[src/sv/hsbm_pkg.sv]
// hsbm_pkg: shared constants, command codes and controller/datapath structs
// for the host substring blocklist matcher; no dependencies
`default_nettype none

package hsbm_pkg;

  localparam int NUM_PATTERNS    = 16;
  localparam int MAX_PATTERN_LEN = 64;

  // field widths fixed by the item format
  localparam int CMD_W   = 2;
  localparam int SLOT_W  = 4;
  localparam int POS_W   = 6;
  localparam int BYTE_W  = 8;
  localparam int CNT_W   = 5;

  // derived widths
  localparam int LEN_W   = $clog2(MAX_PATTERN_LEN + 1);
  localparam int ROW_W   = MAX_PATTERN_LEN * BYTE_W;

  // item command codes
  localparam logic [CMD_W-1:0] CMD_WR_BYTE   = 2'd0;
  localparam logic [CMD_W-1:0] CMD_SET_LEN   = 2'd1;
  localparam logic [CMD_W-1:0] CMD_HOST_BYTE = 2'd2;
  localparam logic [CMD_W-1:0] CMD_END_HOST  = 2'd3;

  // controller -> datapath commands
  typedef struct packed {
    logic              wr_byte;
    logic              wr_len;
    logic              host_byte;
    logic              end_host;
    logic              issue;
    logic [SLOT_W-1:0] slot;
  } dp_cmd_t;

  // datapath -> controller status
  typedef struct packed {
    logic [CNT_W-1:0] active_n;
  } dp_sts_t;

endpackage

`default_nettype wire

[src/sv/hsbm_ctrl.sv]
// hsbm_ctrl: handshake and slot scan sequencer for the matcher;
// depends on hsbm_pkg
`default_nettype none

module hsbm_ctrl (
  input  wire logic                        clk,
  input  wire logic                        rst,
  input  wire logic                        in_valid,
  output logic                             in_ready,
  input  wire logic [hsbm_pkg::CMD_W-1:0]  command,
  output logic                             out_valid,
  input  wire logic                        out_ready,
  output hsbm_pkg::dp_cmd_t                cmd,
  input  wire hsbm_pkg::dp_sts_t           sts
);
  import hsbm_pkg::*;

  localparam logic [1:0] ST_IDLE  = 2'd0;
  localparam logic [1:0] ST_SCAN  = 2'd1;
  localparam logic [1:0] ST_DRAIN = 2'd2;

  logic [1:0]        state;
  logic [1:0]        state_next;
  logic [SLOT_W-1:0] slot;
  logic [SLOT_W-1:0] slot_next;
  logic              accept;
  logic              last_slot;

  // end of host needs the result register free
  assign in_ready = (state == ST_IDLE) &&
                    ((command != CMD_END_HOST) || !out_valid || out_ready);
  assign accept   = in_valid && in_ready;

  assign cmd.wr_byte   = accept && (command == CMD_WR_BYTE);
  assign cmd.wr_len    = accept && (command == CMD_SET_LEN);
  assign cmd.host_byte = accept && (command == CMD_HOST_BYTE);
  assign cmd.end_host  = accept && (command == CMD_END_HOST);
  assign cmd.issue     = (state == ST_SCAN);
  assign cmd.slot      = slot;

  assign last_slot = ((CNT_W'(slot) + CNT_W'(1)) == sts.active_n);

  always_comb begin
    state_next = state;
    slot_next  = slot;
    unique case (state)
      ST_IDLE: begin
        if (cmd.host_byte && (sts.active_n != '0)) begin
          state_next = ST_SCAN;
          slot_next  = '0;
        end
      end
      ST_SCAN: begin
        if (last_slot) begin
          state_next = ST_DRAIN;
        end else begin
          slot_next = slot + SLOT_W'(1);
        end
      end
      ST_DRAIN: begin
        state_next = ST_IDLE;
      end
      default: begin
        state_next = ST_IDLE;
      end
    endcase
  end

  always_ff @(posedge clk) begin
    if (rst) begin
      state     <= ST_IDLE;
      slot      <= '0;
      out_valid <= 1'b0;
    end else begin
      state <= state_next;
      slot  <= slot_next;
      if (cmd.end_host) begin
        out_valid <= 1'b1;
      end else if (out_ready) begin
        out_valid <= 1'b0;
      end
    end
  end

endmodule

`default_nettype wire

[config.mk]
export PLATFORM = sky130hd
export DESIGN_NAME = hsbm_ctrl
export DESIGN_NICKNAME = d
export VERILOG_FILES = /design/src/sv/hsbm_pkg.sv /design/src/sv/hsbm_ctrl.sv
export SDC_FILE = /design/constraint.sdc
export NUM_CORES = 1
export LEC_CHECK = 0
export BUFFER_PORTS_ARGS = -buffer_cell sky130_fd_sc_hd__buf_4
export CAP_MARGIN = 20
export CORE_AREA = 2 2 39 41
export CTS_CLUSTER_DIAMETER = 200
export CTS_CLUSTER_SIZE = 10
export DETAILED_ROUTE_END_ITERATION = 10
export DIE_AREA = 0 0 41 43
export PLACE_DENSITY_LB_ADDON = 0.15
export REMOVE_ABC_BUFFERS = 1
export SLEW_MARGIN = 25
export SYNTH_ARGS = -nofsm -noshare
export SYNTH_HDL_FRONTEND = slang
export SYNTH_SLANG_ARGS = --single-unit
[constraint.sdc]
create_clock -name clk -period 3.2 [get_ports clk]
set_input_delay 0.48 -clock clk [delete_from_list [all_inputs] [get_ports clk]]
set_output_delay 0.48 -clock clk [all_outputs]
set_load 0.005 [all_outputs]
==> impl_results.rst <==
.. list-table::
   :header-rows: 1

   * - Metric
     - Value
   * - Run status
     - finished, final reports clean
   * - Launching point of the worst reg2reg path
     - slot[0]
   * - DR DRC count
     - 0
   * - Final routed wire length divided by cell count
     - 12.4 um
   * - Final hold vios
     - 0
   * - Postcts setup bufs
     - 0
   * - Count of cell types in the netlist
     - 34
   * - Final worst clock skew
     - 0.00793 ns
   * - Post-CTS sizing
     - 0
   * - H-tree depth reported by CTS
     - 1
   * - Accumulated negative setup slack
     - 0 ns
   * - Critical path startpoint category
     - flop
   * - Max Slew Vio Count
     - 0
   * - Hold wc startpoint
     - slot[1]
   * - Data required time of the critical path
     - 2.72 ns
   * - Main flop type after synthesis
     - sky130_fd_sc_hd__dfxtp_1
   * - N_diodes
     - 0
   * - Slew at the pin closest to its max-slew limit
     - 0.374 ns
   * - Final period utilization
     - 0.599
   * - Mean instance size in the synthesized netlist
     - 8.82 um^2
   * - Static Leak
     - 0.322 nW
   * - Ys async rst share
     - 0
   * - Post-synth EDFFs
     - 0
   * - Top achievable clock speed
     - 522 MHz
   * - Fin area
     - 752 um^2
   * - Minimum clock period after layout
     - 1.92 ns
   * - Routability congestion estimate
     - 0.740
   * - Detailed-routing iteration count for the pre-antenna-repair pass
     - 4
   * - Top area cells in the synthesized netlist
     - sky130_fd_sc_hd__dfxtp_1 (25%), sky130_fd_sc_hd__xnor2_2 (5.9%), sky130_fd_sc_hd__nor2_1 (4.7%)
   * - Min-delay worst type
     - flop to flop
   * - Highest net fanout along the worst path
     - 2
   * - Antenna violations before repair
     - 0
   * - Area Overhead vs Synth
     - 35.4%
   * - Clock Sink Count
     - 7
   * - Latest clock arrival within the worst-skew pair
     - 0.26 ns
   * - Std-Cell Core Area
     - 1380 um^2
   * - Clock tree from TritonCTS
     - done
   * - Area leader, netlist
     - sky130_fd_sc_hd__dfxtp_1
   * - Worst slew margin
     - 0.750
   * - Cell Pwr Density
     - 308 nW/um^2
   * - Total length of routed wires
     - 1.27 mm
   * - First DRT Iteration DRCs
     - 7
   * - Global-route wire length before repair
     - 2.01 mm
   * - Setup repair after global routing missed its margin
     - no
   * - Largest buffer count on any clock path
     - 2
   * - Critical Path Source
     - out_valid
   * - Worst endpoint data arrival time
     - 1.44 ns
   * - Clock slew seen by the registers of the worst setup and hold paths
     - 0.05 ns
   * - Dpl cell area
     - 726 um^2
   * - Sequential cell area fraction in the yosys report
     - 0.252
   * - Vert. Die Dim
     - 43 um
   * - Vias after detailed routing
     - 543
   * - Share of cells above drive strength 1
     - 0.414
   * - Standard-cell row count
     - 14
   * - Number of warnings printed during yosys synthesis
     - 0
   * - Initial cell density of the core
     - 0.401
   * - Die Area
     - 1760 um^2
   * - Floorplan die width
     - 41 um
   * - Buffers on Ports
     - 21
   * - Count of mapped cells out of synthesis
     - 63
   * - VDD IR-drop max
     - 236 uV
   * - Top cells by instance count after synthesis
     - sky130_fd_sc_hd__dfxtp_1 (7), sky130_fd_sc_hd__nor2_1 (7), sky130_fd_sc_hd__nand2_1 (6)
   * - Total Nets Final
     - 100
   * - Top cell type's share of synthesized area
     - 0.252
   * - Number of global-route vias before repair
     - 467
   * - Top-Level Pins
     - 22
   * - CP endpoint kind
     - primary output
   * - Final-report setup violation count
     - 0
   * - Flip-flop and latch count after synthesis
     - 7
   * - Clock tree root buffer cell
     - sky130_fd_sc_hd__clkbuf_4
   * - Worst setup path class
     - flop to primary output
   * - GRT Total Usage
     - 0.172
   * - GR Overflow Total
     - 0
   * - Maximum number of pins on one net before global-route repair
     - 8
   * - Number of antenna-violating nets in the routed design
     - 0
   * - Hpwl dp
     - 983 um
   * - Via density per instance
     - 5.27
   * - Total CTS buffers
     - 3
   * - Hold Buf Count CTS
     - 0
   * - Maximum capacitance violations
     - 0
   * - Mapped cell area
     - 556 um^2
==> through the flow <==
stage,setup slack (ns),instances,power (mW),hold WS [ns],util
after floorplan,1.56,62,0.125,0.480,-
after global placement,1.42,99,0.150,0.483,0.524
after detailed placement,1.38,99,0.151,0.491,0.524
after CTS,1.28,103,0.235,0.500,0.543
after global routing,1.12,103,0.247,0.526,0.543
final,1.28,103,0.232,0.498,0.543
==> critical path: stages, from the launching register on <==
cell and delay [ns]:
sky130_fd_sc_hd__dfxtp_1 0.30, sky130_fd_sc_hd__nor2b_1 0.13, sky130_fd_sc_hd__a311oi_1 0.33, sky130_fd_sc_hd__nand3_1 0.14, sky130_fd_sc_hd__nor2_1 0.15, sky130_fd_sc_hd__buf_4 0.13
==> routing by layer <==
metal  up-vias  track usage  part of all wire
li1        279            -                 -
met1       249        0.226              0.46
met2        11        0.241              0.48
met3         4       0.0942             0.051
met4         0       0.0400             0.015
met5         -            0                 0
==> cell families (layout without fill, tap and decap cells) <==
family                   count (synthesis)  count (layout)  share of synthesized area
AND/OR/NAND/NOR                         32              32                      0.313
AO/OA/AOI/OAI                           13              13                      0.243
flip-flops                               7               7                      0.252
XOR/XNOR                                 5               5                      0.106
buffers and inverters                    3              27                     0.0270
multiplexers                             2               2                     0.0360
adder cells (fa/ha/maj)                  1               1                     0.0225
==> where the power goes <==
| part | switching, mW | internal [mW] |
|---|---|---|
| combinational | 0.0260 | 0.0311 |
| sequential | 0.00279 | 0.0894 |
| clock | 0.0348 | 0.0477 |
| total | 0.0636 | 0.168 |
==> state kept, by name, summed over array words and instances (netlist names) <==
| name | cells |
|---|---|
| state | 2 |
| out_valid | 1 |
| slot | 4 |
==> final cells by class <==
cell class,instances,area (um^2)
tap,16,20.0
sequential,7,140
inverter,2,7.51
multi-input combinational,53,400
fill,131,632
timing repair buffer,21,158
clock buffer,4,26.3
==> path summary, 6_finish.rpt <==
check             to  slack, ns  cells after the start
max           cmd[5]       1.28                      5
min          slot[1]       0.50                      2
max reg2reg  slot[1]       1.53                      6
min reg2reg  slot[1]       0.50                      2
==> placed cells by master (no fill, tap or decap) <==
cell / count
sky130_fd_sc_hd__nand2_1: 6
sky130_fd_sc_hd__nor4b_1: 1
sky130_fd_sc_hd__or2_2: 2
sky130_fd_sc_hd__xnor2_1: 2
sky130_fd_sc_hd__a311oi_2: 1
sky130_fd_sc_hd__o21a_4: 1
sky130_fd_sc_hd__and2_1: 2
sky130_fd_sc_hd__inv_1: 2
sky130_fd_sc_hd__nand2b_1: 3
sky130_fd_sc_hd__o21ba_2: 1
sky130_fd_sc_hd__clkbuf_4: 3
sky130_fd_sc_hd__a21oi_1: 2
sky130_fd_sc_hd__a31o_1: 1
sky130_fd_sc_hd__nor2b_1: 2
sky130_fd_sc_hd__xor2_1: 1
sky130_fd_sc_hd__mux2i_1: 2
sky130_fd_sc_hd__a31oi_4: 1
sky130_fd_sc_hd__o32ai_1: 1
sky130_fd_sc_hd__nor3_1: 1
sky130_fd_sc_hd__nand4b_1: 1
sky130_fd_sc_hd__xnor2_2: 2
sky130_fd_sc_hd__nor2_1: 7
sky130_fd_sc_hd__ha_1: 1
sky130_fd_sc_hd__dfxtp_1: 7
sky130_fd_sc_hd__o211ai_1: 1
sky130_fd_sc_hd__o2bb2ai_2: 1
sky130_fd_sc_hd__buf_4: 21
sky130_fd_sc_hd__nand3_1: 3
sky130_fd_sc_hd__and4_1: 1
sky130_fd_sc_hd__clkbuf_1: 1
sky130_fd_sc_hd__and2_4: 1
sky130_fd_sc_hd__a311oi_1: 1
sky130_fd_sc_hd__o21ai_0: 1
sky130_fd_sc_hd__or3_1: 1
sky130_fd_sc_hd__and3_2: 1
sky130_fd_sc_hd__o22a_2: 1
Note: power is estimated with default switching activity, not from simulation.
